File: src/sv/afs_pkg.sv
// Shared constants, codes and types for the animation frame sequencer.
`timescale 1ns / 1ps
`default_nettype none

package afs_pkg;

    localparam int MAX_FRAMES    = 16;
    localparam int INTERVAL_BITS = 16;
    localparam int FRAME_W       = $clog2(MAX_FRAMES);
    localparam int KIND_W        = 3;
    localparam int COUNT_W       = $clog2(MAX_FRAMES + 1) + 1;
    localparam int CFG_IDX_W     = 2;
    localparam int CFG_DATA_W    = 16;

    typedef enum logic [KIND_W-1:0] {
        KIND_TICK   = 3'd0,
        KIND_PLAY   = 3'd1,
        KIND_STOP   = 3'd2,
        KIND_RESUME = 3'd3,
        KIND_WRITE  = 3'd4
    } t_kind;

    typedef enum logic [1:0] {
        MODE_NONE     = 2'd0,
        MODE_ONE_SHOT = 2'd1,
        MODE_LOOP     = 2'd2,
        MODE_PINGPONG = 2'd3
    } t_mode;

    typedef enum logic [CFG_IDX_W-1:0] {
        CFG_PLAY_MODE   = 2'd0,
        CFG_FRAME_COUNT = 2'd1,
        CFG_USE_TABLE   = 2'd2,
        CFG_UNIFORM_IVL = 2'd3
    } t_cfg_idx;

    typedef struct packed {
        logic [FRAME_W-1:0] frame_index;
        logic               playing;
        logic               advanced;
    } t_result;

endpackage

`default_nettype wire

File: src/sv/animation_frame_sequencer_core.sv
// Top level: frame sequencer with per-item state update and a two-deep result buffer.
//
//  channel | direction | handshake                  | payload
//  --------+-----------+----------------------------+-------------------------------------
//  in      | in        | i_in_valid / o_in_ready    | i_kind, i_entry_index, i_entry_value
//  out     | out       | o_out_valid / i_out_ready  | o_frame_index, o_playing, o_advanced
//  cfg     | in        | i_cfg_we (no wait)         | i_cfg_index, i_cfg_data
//
// One item per cycle while o_in_ready is high: the state update and interval table lookup
// finish in the cycle of the transfer, and the result is registered before it shows on the out channel.
// A result register plus one skid entry take one input transfer during an output stall;
// o_in_ready drops the cycle after, while both hold unsent results.
// Reset (synchronous, active low) clears the run state, the registers and both buffers;
// the interval table is not cleared and must be written before it is used.
`timescale 1ns / 1ps
`default_nettype none

module animation_frame_sequencer_core (
    input  wire logic                                  i_clk,
    input  wire logic                                  i_rst_n,
    input  wire logic                                  i_in_valid,
    output      logic                                  o_in_ready,
    input  wire logic [afs_pkg::KIND_W-1:0]            i_kind,
    input  wire logic [afs_pkg::FRAME_W-1:0]           i_entry_index,
    input  wire logic [afs_pkg::INTERVAL_BITS-1:0]     i_entry_value,
    output      logic                                  o_out_valid,
    input  wire logic                                  i_out_ready,
    output      logic [afs_pkg::FRAME_W-1:0]           o_frame_index,
    output      logic                                  o_playing,
    output      logic                                  o_advanced,
    input  wire logic                                  i_cfg_we,
    input  wire logic [afs_pkg::CFG_IDX_W-1:0]         i_cfg_index,
    input  wire logic [afs_pkg::CFG_DATA_W-1:0]        i_cfg_data
);
    import afs_pkg::*;

    // configuration
    t_mode                    r_mode;
    logic [4:0]               r_frame_count;
    logic                     r_use_table;
    logic [INTERVAL_BITS-1:0] r_uniform;

    // run state
    logic [FRAME_W-1:0]       r_frame,     n_frame;
    logic                     r_running,   n_running;
    logic                     r_back,      n_back;
    logic [INTERVAL_BITS-1:0] r_countdown, n_countdown;
    logic [INTERVAL_BITS-1:0] r_table [MAX_FRAMES];

    // result buffers
    logic    r_out_valid, r_skid_valid;
    t_result r_out, r_skid, n_result;

    logic               in_xfer, out_xfer;
    logic [FRAME_W-1:0] last;
    logic               load;
    logic               adv;
    t_kind              kind;

    assign kind       = t_kind'(i_kind);
    assign o_in_ready = !r_skid_valid;
    assign in_xfer    = i_in_valid && o_in_ready;
    assign out_xfer   = r_out_valid && i_out_ready;

    // last valid frame, with frame count clamped to 1..MAX_FRAMES
    always_comb begin
        if (r_frame_count == 5'd0) begin
            last = '0;
        end else if ({{(COUNT_W > 5 ? COUNT_W - 5 : 0){1'b0}}, r_frame_count}
                     > COUNT_W'(MAX_FRAMES)) begin
            last = FRAME_W'(MAX_FRAMES - 1);
        end else begin
            last = FRAME_W'(r_frame_count - 5'd1);
        end
    end

    // next run state for the item at the input
    always_comb begin
        n_frame     = r_frame;
        n_running   = r_running;
        n_back      = r_back;
        n_countdown = r_countdown;
        load        = 1'b0;
        adv         = 1'b0;
        case (kind)
            KIND_TICK: begin
                if (r_running) begin
                    if (r_countdown <= INTERVAL_BITS'(1)) begin
                        adv = 1'b1;
                        case (r_mode)
                            MODE_ONE_SHOT: begin
                                if (r_frame >= last) begin
                                    n_running = 1'b0;
                                end else begin
                                    n_frame = r_frame + 1'b1;
                                    load    = 1'b1;
                                end
                            end
                            MODE_LOOP: begin
                                n_frame = (r_frame >= last) ? '0 : r_frame + 1'b1;
                                load    = 1'b1;
                            end
                            MODE_PINGPONG: begin
                                load = 1'b1;
                                if (last == '0) begin
                                    n_frame = '0;
                                    n_back  = 1'b0;
                                end else if (!r_back) begin
                                    if (r_frame >= last - 1'b1) begin
                                        n_back  = 1'b1;
                                        n_frame = (r_frame >= last) ? last : r_frame + 1'b1;
                                    end else begin
                                        n_frame = r_frame + 1'b1;
                                    end
                                end else if (r_frame == '0) begin
                                    n_back  = 1'b0;
                                    n_frame = FRAME_W'(1);
                                end else begin
                                    if (r_frame == FRAME_W'(1)) begin
                                        n_back = 1'b0;
                                    end
                                    n_frame = r_frame - 1'b1;
                                end
                            end
                            default: begin
                                n_running = 1'b0;
                            end
                        endcase
                    end else begin
                        n_countdown = r_countdown - 1'b1;
                    end
                end
            end
            KIND_PLAY: begin
                if (r_mode != MODE_NONE) begin
                    n_back    = 1'b0;
                    n_frame   = '0;
                    n_running = 1'b1;
                    load      = 1'b1;
                end
            end
            KIND_STOP: begin
                n_running = 1'b0;
            end
            KIND_RESUME: begin
                if (r_mode != MODE_NONE) begin
                    n_running = 1'b1;
                    load      = 1'b1;
                end
            end
            default: begin
            end
        endcase
        // reload the delay of the frame shown next
        if (load) begin
            n_countdown = r_use_table ? r_table[n_frame] : r_uniform;
        end
        n_result.frame_index = n_frame;
        n_result.playing     = n_running;
        n_result.advanced    = adv;
    end

    // configuration writes
    always_ff @(posedge i_clk) begin
        if (!i_rst_n) begin
            r_mode        <= MODE_NONE;
            r_frame_count <= 5'd1;
            r_use_table   <= 1'b0;
            r_uniform     <= '0;
        end else if (i_cfg_we) begin
            case (t_cfg_idx'(i_cfg_index))
                CFG_PLAY_MODE:   r_mode        <= t_mode'(i_cfg_data[1:0]);
                CFG_FRAME_COUNT: r_frame_count <= i_cfg_data[4:0];
                CFG_USE_TABLE:   r_use_table   <= i_cfg_data[0];
                CFG_UNIFORM_IVL: r_uniform     <= i_cfg_data[INTERVAL_BITS-1:0];
                default: begin
                end
            endcase
        end
    end

    // run state advances on each input transfer
    always_ff @(posedge i_clk) begin
        if (!i_rst_n) begin
            r_frame     <= '0;
            r_running   <= 1'b0;
            r_back      <= 1'b0;
            r_countdown <= '0;
        end else if (in_xfer) begin
            r_frame     <= n_frame;
            r_running   <= n_running;
            r_back      <= n_back;
            r_countdown <= n_countdown;
        end
    end

    always_ff @(posedge i_clk) begin
        if (in_xfer && kind == KIND_WRITE) begin
            r_table[i_entry_index] <= i_entry_value;
        end
    end

    // result register with one skid entry behind it
    always_ff @(posedge i_clk) begin
        if (!i_rst_n) begin
            r_out_valid  <= 1'b0;
            r_skid_valid <= 1'b0;
        end else if (!r_out_valid || out_xfer) begin
            if (r_skid_valid) begin
                r_out_valid  <= 1'b1;
                r_skid_valid <= 1'b0;
            end else begin
                r_out_valid  <= in_xfer;
            end
        end else if (in_xfer) begin
            r_skid_valid <= 1'b1;
        end
    end

    always_ff @(posedge i_clk) begin
        if (!r_out_valid || out_xfer) begin
            r_out <= r_skid_valid ? r_skid : n_result;
        end else if (in_xfer) begin
            r_skid <= n_result;
        end
    end

    assign o_out_valid   = r_out_valid;
    assign o_frame_index = r_out.frame_index;
    assign o_playing     = r_out.playing;
    assign o_advanced    = r_out.advanced;

endmodule

`default_nettype wire

File: config.mk
export PLATFORM = sky130hd
export DESIGN_NAME = animation_frame_sequencer_core
export DESIGN_NICKNAME = d
export VERILOG_FILES = /design/src/sv/afs_pkg.sv /design/src/sv/animation_frame_sequencer_core.sv
export SDC_FILE = /design/constraint.sdc
export NUM_CORES = 1
export LEC_CHECK = 0
export ABC_AREA = 1
export BUFFER_PORTS_ARGS = -buffer_cell sky130_fd_sc_hd__buf_2
export CORE_ASPECT_RATIO = 1.4
export CORE_UTILIZATION = 58
export CTS_CLUSTER_DIAMETER = 50
export DETAILED_ROUTE_END_ITERATION = 8
export GPL_TIMING_DRIVEN = 0
export PLACE_DENSITY = 0.87
export SLEW_MARGIN = 20
export SYNTH_ARGS = -nofsm -noshare
export SYNTH_HDL_FRONTEND = slang
export SYNTH_SLANG_ARGS = --single-unit
File: constraint.sdc
create_clock -name i_clk -period 10.3 [get_ports i_clk]
set_clock_uncertainty 0.2 [all_clocks]
set_input_delay 0 -clock i_clk [delete_from_list [all_inputs] [get_ports i_clk]]
set_output_delay 0 -clock i_clk [all_outputs]
set_load 0.02 [all_outputs]
Word level (Yosys, flattened, before mapping)
Memory sizes are Yosys's and may differ from the RTL's.
Index checks and enable logic that the tools add are counted.
Operators by class
  add/sub/neg operators: 5
  $lt $le $gt $ge: 4
  equal/unequal tests: 16
  mux-type cells: 46
  bitwise operators: 2
  reduce and logical (&&, ||, !) cells: 25
Operators with widths (count)
  $mux W16: 5
  $mux W4: 12
  $mux W1: 22
  $le A16 B1 Y1 const B: 1
  $sub A16 B1 Y16 const B: 1
  $pmux W4 S3: 1
  $sub A4 B1 Y4 const B: 3
  $ne A2 B2 Y1 const B: 5
  $reduce_and A2 Y1: 5
  $eq A2 B2 Y1 const B: 4
  $ge A4 B4 Y1: 2
  $logic_not A4 Y1: 2
  $pmux W4 S2: 1
  $reduce_bool A2 Y1: 4
  $eq A3 B2 Y1 const B: 2
  $mux W6: 1
  $pmux W1 S2: 3
  $reduce_and A6 Y1: 1
  $reduce_or A2 Y1: 3
  $gt A5 B5 Y1 const B: 1
  $logic_not A5 Y1: 1
  $add A4 B1 Y4 const B: 1
  $eq A2 B1 Y1 const B: 2
  $eq A4 B1 Y1 const B: 1
  other kinds (10): 14
Word-level totals
  register bits: 60
  memory bits (writable): 256
  input bits: 46
  output and inout bits: 8
  logic and storage cells: 115
  memories kept: 1
Memory list
  r_table: words 16, bits a word 16, read ports 1, clocked after memory_dff 0, write ports 1, line animation_frame_sequencer_core.sv:48  | logic [INTERVAL_BITS-1:0] r_table [MAX_FRAMES];

Logic depth before layout (Yosys ltp)
An unclocked memory read counts as a cell.
  depth after elaboration: 15
  gate-level depth with buffers: 31
  depth with buffers taken out: 30

Worst setup path after synthesis
No wires, ideal clock.
  path type: reg-to-reg
  start: reg r_frame_count[0]
  end: reg r_countdown[2]
  library setup time: 0.121 ns
  arrival: 3.124 ns
  required time: 9.979 ns
  slack: 6.855 ns
  stages on the path, launching flop included: 29
  buffers on the path: 1
  clock period less this slack: 3.445 ns
  cells stage by stage: dfxtp_1 inv_1 ha_1 nand3_1 nand2_1 nand2_1 inv_1 ha_1 xnor2_1 inv_1 ha_1 nand2_1 inv_1 nand3_1 nand3_1 nand2_1 nand2_1 nand2_1 o21ai_0 o211ai_1 a21oi_2 buf_2 nand3_1 nand3_1 nand2_1 nand2_1 nand2_1 nand2_1 a21oi_1
On the way
  word-level cells in the longest chain between the ends: 15
  elaborated cells on any way between the ends: 31
  those cells by class: 2 x add/sub; 3 x order compare; 1 x eq/ne; 19 x mux; 5 x reduce/logical; 1 x memory
RTL lines
  start: declaration: line animation_frame_sequencer_core.sv:39  | logic [4:0] r_frame_count;
  start signal: assignment: line animation_frame_sequencer_core.sv:173  | CFG_FRAME_COUNT: r_frame_count <= i_cfg_data[4:0];
  $sub A4 B1 Y4 / $gt A5 B5 Y1 (equally long branches): line animation_frame_sequencer_core.sv:73, animation_frame_sequencer_core.sv:70
  $mux W4: line animation_frame_sequencer_core.sv:69  | end else if ({{(COUNT_W > 5 ? COUNT_W - 5 : 0){1'b0}}, r_frame_count}
  $mux W4 *: line animation_frame_sequencer_core.sv:67  | if (r_frame_count == 5'd0) begin
  $sub A4 B1 Y4 / $ge A4 B4 Y1 (equally long branches)
  $ge A4 B4 Y1 / $mux W4 (equally long branches): line animation_frame_sequencer_core.sv:109, animation_frame_sequencer_core.sv:111
  $mux W4: line animation_frame_sequencer_core.sv:109  | if (r_frame >= last - 1'b1) begin
  $mux W4: line animation_frame_sequencer_core.sv:108  | end else if (!r_back) begin
  $mux W4: line animation_frame_sequencer_core.sv:105  | if (last == '0) begin
  $pmux W4 S3: line animation_frame_sequencer_core.sv:90  | case (r_mode)
  $mux W4: line animation_frame_sequencer_core.sv:88  | if (r_countdown <= INTERVAL_BITS'(1)) begin
  $mux W4: line animation_frame_sequencer_core.sv:87  | if (r_running) begin
  $pmux W4 S2: line animation_frame_sequencer_core.sv:85  | case (kind)
  $mem_v2 Z16 W16
  $mux W16: line animation_frame_sequencer_core.sv:156  | n_countdown = r_use_table ? r_table[n_frame] : r_uniform;
  $mux W16: line animation_frame_sequencer_core.sv:155  | if (load) begin
  end signal: assignment: line animation_frame_sequencer_core.sv:193  | r_countdown <= n_countdown;
  end: declaration: line animation_frame_sequencer_core.sv:47  | logic [INTERVAL_BITS-1:0] r_countdown, n_countdown;
Every way passes the cells marked *; elsewhere a longest branch is shown, timed or not.
A chain may end at the register's enable or synchronous reset.

Worst setup path after layout
  start: reg r_frame_count[0]
  end: reg r_countdown[4]
Same word-level chain as after synthesis.

==> flow_metrics.tcl <==
set metrics [dict create \
    required_ns 10.54 \
    cts_root_buf "clkbuf_16" \
    drt_iter0_drc 1356 \
    dieHeight_um 189 \
    wl_um 40500 \
    critPathCaptureType "register" \
    crit_path_start "r_frame_count[0]$_SDFFE_PN1P_" \
    wire_per_inst_um 21.3 \
    holdBufCountCts 62 \
    setup.worst_path.end "r_countdown[4]$_SDFFE_PN0P_" \
    startpoint_type "register" \
    numCtsBuffers 28 \
    fin_util_pct 68.7 \
    start_util_pct 58.8 \
    grt_pass1_vias 11600 \
    synth.distinct_cells 40 \
    critPathSlowestCell "clkbuf_1" \
    numPortBuffers 53 \
    critPathArrivalTime_ns 4.97 \
    clk_path_buf_depth 3 \
    num_rows 68 \
    path_max_fanout 10 \
    cts_tree "done" \
    track_usage_pct 32.6 \
    power_density_nw_per_um2 170 \
    final_area_um2 16900 \
    min_period_over_period_pct 45.9 \
    placed_cell_area_um2 15300 \
    hold_depth 4 \
    critical_path_class "register to register" \
    leakagePower_nw 6.54 \
    drv_cap 0 \
    finalNetCount 1629 \
    ir_drop_v 0.000140 \
    slew_headroom_pct 34.8 \
    r2r-start "r_frame_count[0]$_SDFFE_PN1P_" \
    syn_area_um2 14500 \
    ff2ff_path_depth 27 \
    drcViolationCount 0 \
    cts_sinks 316 \
    core-area_um2 24600 \
    rr_endpoint "r_countdown[4]$_SDFFE_PN0P_" \
    reg2reg_slack_ns 5.57 \
    final_common_cell "edfxtp_1" \
    crit_top_cell "nand2_1" \
    grt_pass1_wl_um 62500 \
    min_path_type "input port to register" \
    rsz0062_at_grt "false" \
    dieArea_um2 25600 \
    worstMarginPinSlew_ns 0.971 \
    slowest_delay_ns 0.52 \
    via_per_inst 6.07 \
    grt_max_degree 17 \
    gr-total-overflow 0 \
    hold_ws_ns 0.0946 \
    finalCriticalPeriod_ns 4.73 \
    ant_nets 0 \
    ys.warnings.count 0 \
    insertion_delay_ns 0.56 \
    synth.net_count 1472 \
    ys_seq_area_share_pct 62.3 \
    antenna_found_initial 1 \
    synth.avg_cell_area_um2 10.3 \
    setup_violations 0 \
    status "finished clean" \
    finalMaxSlewViolations 0 \
    synth.ff_latch_count 316 \
    hold_viol_final 0 \
    clk_pin_slew_ns 0.07 \
    dp_hpwl_um 26100 \
    syn_inst 1409 \
    post_cts_buffers 0 \
    ios 54 \
    power_mw 2.86 \
    die_w_um 135 \
    setup_tns_ns 0 \
    fmax_mhz 211 \
    first_pass_iters 8 \
    post_cts_resized 0 \
    via_count 11600 \
    layout_common_cells "268 x edfxtp_1, 245 x nand2_1, 201 x inv_1, 179 x nand3_1, 94 x o211ai_1" \
    drive_above_1_share_pct 12.9 \
    areaGrowthSynthToFinish_pct 16.7 \
    gp_congestion 0.933 \
    cts.htree.levels 1 \
]
-- sequential cells by signal, summed over array words and instances (netlist names), 2 cells and up --
register and cells:
r_table 256, r_frame_count 5, r_countdown 16, r_frame 4, r_mode 2, o_frame_index 4
r_skid 6, r_uniform 16
-- cell families after synthesis --
group / count (synthesis) / synth area share, %
xor+xnor: 12 / 0.726
buf+inv: 286 / 8.58
fa+ha+maj: 17 / 1.47
compound gates: 257 / 11.0
simple gates: 521 / 15.9
flops: 316 / 62.3
-- stage by stage --
stage          setup slack, ns  cells
2_1_floorplan             6.86   1409
3_3_place_gp              5.99   1777
3_5_place_dp              5.86   1789
4_1_cts                   5.81   1902
5_1_grt                   5.18   1903
6_report                  5.57   1903
-- critical path: cells and delay by family (launching register included) --
kind	cells	cell delay [ns]
and+or+nand+nor	14	1.93
buffers and inverters	5	0.89
adders and majority gates	3	0.68
AOI/OAI and AO/OA	4	0.47
DFF	1	0.30
xor gates and xnor gates	1	0.13
-- Yosys cell counts, drive strengths merged --
library cell  count  area, um2
a2111oi           2       17.5
ha               17        213
a31oi             3       18.8
o311ai            1       8.76
o31ai             1       7.51
or2               1       6.26
a211oi            2       15.0
o211ai           95        718
nand4             2       12.5
xnor2             4       35.0
dfxtp            48        961
nand2           252        973
clkbuf           18       67.6
clkinv            3       11.3
edfxtp          268       8050
nand3b           12       90.1
buf              52        363
a21oi            89        460
inv             213        800
nand3           181        916
o2111ai           1       8.76
nor3              9       56.3
o21ai            63        338
nor2             64        253
xor2              8       70.1
-- cell type report --
cell class	instances	area (um2)
clock inverter	16	204
inverter	216	811
multi-input combinational	807	4260
sequential	316	9010
clock buffer	35	748
fill	1596	7700
antenna	1	2.50
tap	315	394
timing repair buffer	127	1030
buffer	70	430
-- worst min-delay path by stage --
stage | slack (ns) | end | from
floorplan | -0.10 | r_table[0][0]$_DFFE_PP_ | i_entry_value[0]
global placement | 0.04 | r_frame_count[2]$_SDFFE_PN0P_ | i_cfg_data[2]
detailed placement | 0.06 | r_frame_count[2]$_SDFFE_PN0P_ | i_cfg_data[2]
CTS | 0.07 | r_uniform[5]$_SDFFE_PN0P_ | i_cfg_data[5]
global route | 0.15 | r_uniform[5]$_SDFFE_PN0P_ | i_cfg_data[5]
finish | 0.09 | r_uniform[7]$_SDFFE_PN0P_ | i_cfg_data[7]
-- routing by layer --
metal	wire, um	track usage, %
met1	13200	36.2
met4	2630	21.5
met5	0	0
met3	4340	7.34
met2	20400	55.7
-- power breakdown --
part           switching, mW  internal [mW]  leakage (nW)
combinational          0.241          0.117          3.26
clock                  0.459          0.639         0.463
sequential           0.00915           1.40          2.82
total                  0.709           2.16          6.54
Note: power is estimated with default switching activity, not from simulation.
